**src/rtl/npc_pkg.sv**
```systemverilog
// Shared types and helpers for the nearest palette color search chain.
`timescale 1ns / 1ps

package npc_pkg;

    localparam int COLOR_W     = 8;
    localparam int DIST_W      = 10;
    localparam int SIZE_W      = 9;
    localparam int OUT_IDX_W   = 8;
    localparam logic [SIZE_W-1:0] SIZE_RESET = 9'd256;
    localparam logic [DIST_W-1:0] DIST_MAX   = '1;

    typedef enum logic {
        KIND_LOAD   = 1'b0,
        KIND_LOOKUP = 1'b1
    } kind_t;

    typedef struct packed {
        logic                  valid;
        kind_t                 kind;
        logic [7:0]            entry_index;
        logic [COLOR_W-1:0]    red;
        logic [COLOR_W-1:0]    green;
        logic [COLOR_W-1:0]    blue;
        logic [DIST_W-1:0]     best_dist;
        logic [OUT_IDX_W-1:0]  best_index;
    } token_t;

    function automatic logic [COLOR_W-1:0] abs_diff8(
        input logic [COLOR_W-1:0] a,
        input logic [COLOR_W-1:0] b
    );
        abs_diff8 = (a >= b) ? (a - b) : (b - a);
    endfunction

endpackage

```
**src/rtl/npc_cell.sv**
```systemverilog
// One palette cell: holds one entry, captures loads, scores passing lookups.
`timescale 1ns / 1ps

module npc_cell #(
    parameter int CMP_W = 9
) (
    input  logic              aclk,
    input  logic              aresetn,
    input  logic              advance,
    input  logic [CMP_W-1:0]  cell_id,
    input  logic              in_use,
    input  npc_pkg::token_t   tok_in,
    output npc_pkg::token_t   tok_out
);

    npc_pkg::token_t                     token_reg;
    npc_pkg::token_t                     token_next;
    logic [3*npc_pkg::COLOR_W-1:0]       entry_reg;
    logic [npc_pkg::DIST_W-1:0]          cand_dist;
    logic                                load_hit;
    logic                                is_lookup;

    assign load_hit  = tok_in.valid && (tok_in.kind == npc_pkg::KIND_LOAD)
                       && (CMP_W'(tok_in.entry_index) == cell_id);
    assign is_lookup = tok_in.valid && (tok_in.kind == npc_pkg::KIND_LOOKUP);

    always_comb begin
        cand_dist = npc_pkg::DIST_W'(npc_pkg::abs_diff8(entry_reg[23:16], tok_in.red))
                  + npc_pkg::DIST_W'(npc_pkg::abs_diff8(entry_reg[15:8], tok_in.green))
                  + npc_pkg::DIST_W'(npc_pkg::abs_diff8(entry_reg[7:0], tok_in.blue));
        token_next = tok_in;
        if (is_lookup && in_use && (cand_dist < tok_in.best_dist)) begin
            token_next.best_dist  = cand_dist;
            token_next.best_index = cell_id[npc_pkg::OUT_IDX_W-1:0];
        end
    end

    always_ff @(posedge aclk) begin
        if (!aresetn) begin
            token_reg.valid <= 1'b0;
        end else if (advance) begin
            token_reg <= token_next;
            if (load_hit) begin
                entry_reg <= {tok_in.red, tok_in.green, tok_in.blue};
            end
        end
    end

    assign tok_out = token_reg;

    a_dist_never_grows: assert property (@(posedge aclk) disable iff (!aresetn)
        (advance && tok_in.valid) |=> (token_reg.best_dist <= $past(tok_in.best_dist)))
        else $error("best distance grew across a cell");

    a_load_passes_unchanged: assert property (@(posedge aclk) disable iff (!aresetn)
        (advance && tok_in.valid && (tok_in.kind == npc_pkg::KIND_LOAD))
        |=> (token_reg.best_dist == $past(tok_in.best_dist)
             && token_reg.best_index == $past(tok_in.best_index)))
        else $error("load transaction altered the running best");

endmodule

```
**config.mk**
```make
export PLATFORM = sky130hd
export DESIGN_NAME = npc_cell
export DESIGN_NICKNAME = d
export VERILOG_FILES = /design/src/rtl/npc_pkg.sv /design/src/rtl/npc_cell.sv
export SDC_FILE = /design/constraint.sdc
export NUM_CORES = 1
export LEC_CHECK = 0
export ABC_AREA = 1
export BUFFER_PORTS_ARGS = -buffer_cell sky130_fd_sc_hd__buf_4
export CORE_ASPECT_RATIO = 2
export CORE_MARGIN = 4
export CORE_UTILIZATION = 61
export DETAILED_ROUTE_END_ITERATION = 10
export PLACE_DENSITY = 0.95
export SLEW_MARGIN = 5
export SYNTH_ARGS = -nofsm -noshare
export SYNTH_HDL_FRONTEND = slang
export SYNTH_SLANG_ARGS = --single-unit
```
**constraint.sdc**
```tcl
create_clock -name aclk -period 11.8 [get_ports aclk]
set_input_delay 0.59 -clock aclk [delete_from_list [all_inputs] [get_ports aclk]]
set_output_delay 0.59 -clock aclk [all_outputs]
set_load 0.02 [all_outputs]
```
==> results by group, run 1 <==
Run status
  • Status: finished clean

Clock tree
  • TritonCTS clock tree: yes
  • Clk sinks: 76
  • TritonCTS Buffers: 9
  • CTS H-tree depth: 3
  • Clk slew on worst S/H paths: 0.06 ns
  • Hold_buf cts: 0
  • Clock root buffer master: clkbuf_16
  • Post-CTS Resized: 0
  • Clock Path Buffers: 2
  • Latest clock arrival within the worst-skew pair: 0.35 ns
  • Postcts setup bufs: 0

Timing
  • Post-route clock period utilization: 44.32%
  • Setup TNS: 0 ns
  • Setup violations, final: 0
  • Slew Viols, Final: 0
  • Count of final hold-check violations: 0
  • Post-Route Skew: 0.007145 ns
  • Tightest Pin Transition: 0.7621 ns
  • Worst slew margin: 49.01%
  • RSZ-0062 raised after global routing: false
  • Fmax: 191.2 MHz
  • Worst setup margin: 6.570 ns
  • Final critical-path required period: 5.230 ns

Floorplan
  • Initial core utilization: 62.45%
  • Core area: 9699 µm²
  • Die X-Extent: 78.46 µm
  • FP Rows: 51
  • Die height: 148.9 µm
  • Die ar.: 11680 µm²
  • Ports: 117

Layout
  • Most frequent cells in the layout: 250 x nand2_1, 149 x inv_1, 118 x buf_4, 75 x edfxtp_1, 61 x ha_1
  • Nets: 1015
  • Post-route core utilization: 76.16%
  • N_diodes: 0
  • Area grow syn2layout: 21.96%
  • Max reg flops: 52
  • Final instance area: 7387 µm²
  • Commonest non-fill, non-tap cell in the layout: nand2_1
  • Layout cells sized above 1: 19.00%

Drt
  • DR DRC count: 0
  • Antenna Nets Post-Route: 0
  • Initial DRC Count: 221
  • Drt pass-1 iters: 7
  • WL/cell: 13.94 µm
  • Via/cell ratio: 5.162
  • DR vias: 5219
  • Total Routed Length: 14090 µm

Setup path
  • Crit-path slowest cell: nor2_1
  • FF-to-FF Start: entry_reg[16]$_DFFE_PP_
  • CP Class: flop to flop
  • Delay of the slowest cell on the worst path: 0.60 ns
  • Worst setup path startpoint: entry_reg[16]$_DFFE_PP_
  • Worst path arrival time: 5.44 ns
  • Maximum fanout along the worst path: 11
  • Worst setup EP type: flop
  • WP data required: 12.01 ns
  • CP Launch Type: flop
  • CP most frequent cell: nand2_1

Place
  • HPWL Detailed: 11110 µm
  • I/O Buffers: 116
  • RD Place Congestion: 0.9376
  • Pre-CTS setup slack: 6.435 ns
  • Placed inst area: 7043 µm²

Global routing
  • Gr usage total: 25.47%
  • Grt total ovfl: 0
  • Global-route wire length before repair: 23140 µm
  • Antenna violations before repair: 0
  • Vias in the first global route: 5276
  • Largest net degree at the start of global routing: 52

Pwr
  • P_int: 0.0006457 W
  • Power Total: 0.0009365 W
  • Seq pwr share: 33.8%
  • Leakage: 3.942 nW
  • PD cells: 126.8 nW/µm²
  • Switching power: 0.0002908 W
  • Switching Share: 31.05%
  • Worst ir drop on vdd: 0.0001204 V
  • Clk pwr share: 33.8%
  • Combinational share of power: 32.4%

Synth
  • Top_reg_cell synth: edfxtp_1
  • Yosys reg bits: 76
  • Syn Inst Count: 755
  • Syn_nets: 896
  • Ys async rst share: 0%
  • Library cells used by synthesis: 38
  • YS warnings: 0
  • Seq/Total Area, Yosys: 37.51%
  • Synth Cell Area: 6057 µm²
  • Synthesized area per cell: 8.023 µm²
  • EDFF count, synth: 75

Run
  • Total of max-cap violations: 0

Min path
  • Hold_sp: tok_in[49]
  • Worst Hold Class: primary input to flop
## worst max-delay path: cells and delay by family (launching register included)
kind | cells | cell delay (ns)
flip-flops | 1 | 0.40
adder cells (fa/ha/maj) | 6 | 2.00
buffers and inverters | 3 | 0.22
AND/OR/NAND/NOR | 19 | 2.33
AO/OA/AOI/OAI | 1 | 0.13
## synthesized netlist by cell type, types with 3 or more instances
cell type / number / area, µm²
fa_1: 15 / 300.3
inv_2: 4 / 15.01
nand2_2: 13 / 81.33
o21bai_1: 3 / 22.52
inv_1: 150 / 563.0
buf_2: 5 / 25.02
xor2_1: 17 / 148.9
a21o_1: 3 / 22.52
xnor2_1: 6 / 52.55
o21ai_1: 8 / 40.04
o21ai_0: 8 / 40.04
nor2_1: 36 / 135.1
nor2_2: 3 / 18.77
nand4_1: 10 / 62.56
nor2_4: 3 / 33.78
ha_1: 61 / 763.2
edfxtp_1: 75 / 2252
nand3_1: 39 / 195.2
a21oi_1: 24 / 120.1
nand2_1: 250 / 938.4
## layout make-up
| type | instances | area (µm²) |
|---|---|---|
| Clock inverter | 4 | 97.59 |
| Fill cell | 693 | 2312 |
| Multi-Input combinational cell | 513 | 3129 |
| Clock buffer | 12 | 246.5 |
| Timing Repair Buffer | 118 | 885.9 |
| Tap cell | 132 | 165.2 |
| Inverter | 156 | 590.6 |
| Sequential cell | 76 | 2272 |
## final timing paths
kind / to / slack (ns) / cells after the start
worst max register to register: tok_out[14]$_DFFE_PP_ / 6.57 / 29
worst min register to register: tok_out[51]$_SDFFE_PN0P_ / 0.56 / 2
worst max-delay path: tok_out[14]$_DFFE_PP_ / 6.57 / 29
worst min-delay path: tok_out[49]$_DFFE_PP_ / 0.43 / 1
## power by group through the flow
stage | Sequential [W] | Clock, W | Combinational (W)
floorplan | 0.000338 | 0 | 0.000195
global placement | 0.000322 | 0 | 0.000288
detailed placement | 0.000322 | 0 | 0.000298
CTS | 0.000317 | 0.000321 | 0.000303
global route | 0.000318 | 0.000333 | 0.000343
finish | 0.000317 | 0.000317 | 0.000303
## stage by stage
step / hold slack [ns] / std cells
after floorplan: 0.6055 / 755
after global placement: 0.5202 / 995
after detailed placement: 0.5447 / 995
after CTS: 0.4263 / 1011
after global routing: 0.4251 / 1011
final: 0.4331 / 1011
## cells by family (layout without fill, tap and decap cells)
group           Yosys count  in the layout  synth area share [%]
xor+xnor                 23             23                 3.326
simple gates            360            360                 25.37
fa+ha+maj                76             76                 17.56
buf+inv                 166            290                 10.87
flops                    76             76                 37.51
compound gates           54             54                 5.371
## layer usage
layer	GRT usage, %	wire (µm)
met5	0	0
met1	23.36	4779
met3	5.079	594
met4	16.20	691
met2	49.18	8026
No activity file was read; power rests on OpenSTA's default activity.
==> run 2: changes to the inputs <==
--- a/config.mk
+++ b/config.mk
@@ -9,9 +9,9 @@
 export BUFFER_PORTS_ARGS = -buffer_cell sky130_fd_sc_hd__buf_4
 export CORE_ASPECT_RATIO = 2
 export CORE_MARGIN = 4
-export CORE_UTILIZATION = 61
+export CORE_UTILIZATION = 57
 export DETAILED_ROUTE_END_ITERATION = 10
-export PLACE_DENSITY = 0.95
+export PLACE_DENSITY = 0.92
 export SLEW_MARGIN = 5
 export SYNTH_ARGS = -nofsm -noshare
 export SYNTH_HDL_FRONTEND = slang
==> constraint.sdc (replaced) <==
create_clock -name aclk -period 5.2 [get_ports aclk]
set_input_delay 0.26 -clock aclk [delete_from_list [all_inputs] [get_ports aclk]]
set_output_delay 0.26 -clock aclk [all_outputs]
set_load 0.02 [all_outputs]
==> results by group, run 2 (synthesis results as in run 1) <==
Run status
  • Status: finished clean (unchanged)

Setup path
  • Worst setup EP type: flop (unchanged)
  • Flop2flop setup slack: 0.29 ns (was 6.57 ns)
  • Maximum fanout along the worst path: 12 (was 11)
  • WP data required: 5.29 ns (was 12.01 ns)
  • CP Class: flop to flop (unchanged)
  • Worst path arrival time: 4.99 ns (was 5.44 ns)
  • Reg2Reg Depth: 28 (was 29)
  • Delay of the slowest cell on the worst path: 0.48 ns (was 0.60 ns)
  • Crit-path slowest cell: fa_1 (was nor2_1)
  • Worst Setup EP: tok_out[9]$_DFFE_PP_ (was tok_out[14]$_DFFE_PP_)
  • Worst setup path startpoint: entry_reg[16]$_DFFE_PP_ (unchanged)
  • Reg2reg end: tok_out[9]$_DFFE_PP_ (was tok_out[14]$_DFFE_PP_)
  • FF-to-FF Start: entry_reg[16]$_DFFE_PP_ (unchanged)
  • CP most frequent cell: nand2_1 (unchanged)
  • CP Launch Type: flop (unchanged)

Layout
  • Most frequent cells in the layout: 250 x nand2_1, 149 x inv_1, 118 x buf_4, 75 x edfxtp_1, 61 x ha_1 (unchanged)
  • Area occupied by multi-input gates: 3157 µm² (was 3129 µm²)
  • Non-Filler Instances: 1017 (was 1011)
  • N_diodes: 0 (unchanged)
  • Nets: 1016 (was 1015)
  • Commonest non-fill, non-tap cell in the layout: nand2_1 (unchanged)
  • Register Area: 2272 µm² (unchanged)
  • Layout cells sized above 1: 19.43% (was 19.00%)
  • Area grow syn2layout: 22.64% (was 21.96%)
  • Max reg flops: 52 (unchanged)
  • # fillers: 815 (was 693)

Global routing
  • Global-route wire length before repair: 22210 µm (was 23140 µm)
  • Vias in the first global route: 5218 (was 5276)
  • Largest net degree at the start of global routing: 52 (unchanged)
  • Gr usage total: 22.92% (was 25.47%)
  • Grt total ovfl: 0 (unchanged)
  • Antenna violations before repair: 0 (unchanged)

Place
  • RD Place Congestion: 0.9186 (was 0.9376)
  • Placed cells: 1000 (was 995)
  • HPWL Detailed: 10980 µm (was 11110 µm)
  • I/O Buffers: 116 (unchanged)

Run
  • Total of max-cap violations: 0 (unchanged)

Drt
  • Total Routed Length: 14100 µm (was 14090 µm)
  • WL/cell: 13.86 µm (was 13.94 µm)
  • Via/cell ratio: 5.215 (was 5.162)
  • Initial DRC Count: 217 (was 221)
  • DR vias: 5304 (was 5219)
  • Drt pass-1 iters: 5 (was 7)
  • Antenna Nets Post-Route: 0 (unchanged)
  • DR DRC count: 0 (unchanged)

Timing
  • Worst slew margin: 55.21% (was 49.01%)
  • Slew Viols, Final: 0 (unchanged)
  • Post-route clock period utilization: 94.35% (was 44.32%)
  • Tightest Pin Transition: 0.6718 ns (was 0.7621 ns)
  • Setup violations, final: 0 (unchanged)
  • Post-Route Skew: 0.008404 ns (was 0.007145 ns)
  • Worst hold margin: 0.1118 ns (was 0.4331 ns)
  • Final critical-path required period: 4.906 ns (was 5.230 ns)
  • Count of final hold-check violations: 0 (unchanged)
  • Fmax: 203.8 MHz (was 191.2 MHz)

Min path
  • Worst Hold Class: primary input to flop (unchanged)

Floorplan
  • Initial core utilization: 57.81% (was 62.45%)
  • Die X-Extent: 80.89 µm (was 78.46 µm)
  • Core area: 10480 µm² (was 9699 µm²)
  • Die height: 153.8 µm (was 148.9 µm)
  • FP Rows: 53 (was 51)
  • Ports: 117 (unchanged)
  • Die ar.: 12440 µm² (was 11680 µm²)

Clock tree
  • Clock root buffer master: clkbuf_16 (unchanged)
  • TritonCTS Buffers: 9 (unchanged)
  • TritonCTS clock tree: yes (unchanged)
  • Hold_buf cts: 0 (unchanged)
  • CTS H-tree depth: 3 (unchanged)
  • Clk slew on worst S/H paths: 0.06 ns (about the same)
  • Clk sinks: 76 (unchanged)
  • Clock Path Buffers: 2 (unchanged)
  • Latest clock arrival within the worst-skew pair: 0.34 ns (was 0.35 ns)

Pwr
  • Worst ir drop on vdd: 0.0001907 V (was 0.0001204 V)
  • PD cells: 288.4 nW/µm² (was 126.8 nW/µm²)
  • Leakage: 3.956 nW (was 3.942 nW)
run 2: stage by stage:
stage                     worst slack [ns]  utilization, %  power, W  setup TNS [ns]  cell area, µm²
after floorplan                     0.8209               -  0.001211               0            6057
after global placement              0.3383           67.28  0.001384               0            7049
after detailed placement            0.1731           67.28  0.001407               0            7049
after CTS                           0.1457           70.64  0.002146               0            7401
after global routing              -0.02349           70.90  0.002282        -0.02723            7428
final                               0.2939           70.90  0.002142               0            7428
run 2: routing by layer:
metal  global-route usage (%)  routed length, µm
met4                    15.15                753
met2                    42.02               7718
met5                        0                  0
met3                    4.045                866
met1                    22.32               4759
run 2: how the worst min path moves through the flow:
stage          startpoint                  endpoint  slack (ns)  depth (start not counted)
2_1_floorplan     advance  tok_out[51]$_SDFFE_PN0P_        0.35                          1
3_3_place_gp   tok_in[47]     tok_out[47]$_DFFE_PP_        0.45                          1
3_5_place_dp   tok_in[47]     tok_out[47]$_DFFE_PP_        0.46                          1
4_1_cts           advance  tok_out[51]$_SDFFE_PN0P_        0.11                          2
5_1_grt        tok_in[43]     tok_out[43]$_DFFE_PP_        0.11                          1
6_report       tok_in[43]     tok_out[43]$_DFFE_PP_        0.11                          1
run 2: worst max-delay path, delay by kind of cell (launching register included):
| family | cells | cell delay [ns] |
|---|---|---|
| and+or+nand+nor | 18 | 1.92 |
| buffers and inverters | 3 | 0.21 |
| adders and majority gates | 6 | 1.97 |
| AOI/OAI and AO/OA | 1 | 0.14 |
| DFF | 1 | 0.39 |
run 2: repair_timing:
action,CTS,global route
setup buffers,0,0
gates resized for setup,0,4
endpoints found under the setup margin,0,18
run 2: layout make-up:
class,count,area share (%)
clock buffer,12,3.453
clock inverter,4,1.280
inverter,156,7.950
multi-input combinational,514,42.50
sequential,76,30.59
tap,137,2.308
timing repair buffer,118,11.93
run 2: power by group:
part | switching [W] | leakage, nW | total, W | internal (W)
Clock | 0.000238 | 0.173 | 0.000732 | 0.000494
Combinational | 0.000420 | 3.08 | 0.000693 | 0.000273
Sequential | 0.00000758 | 0.703 | 0.000718 | 0.000710
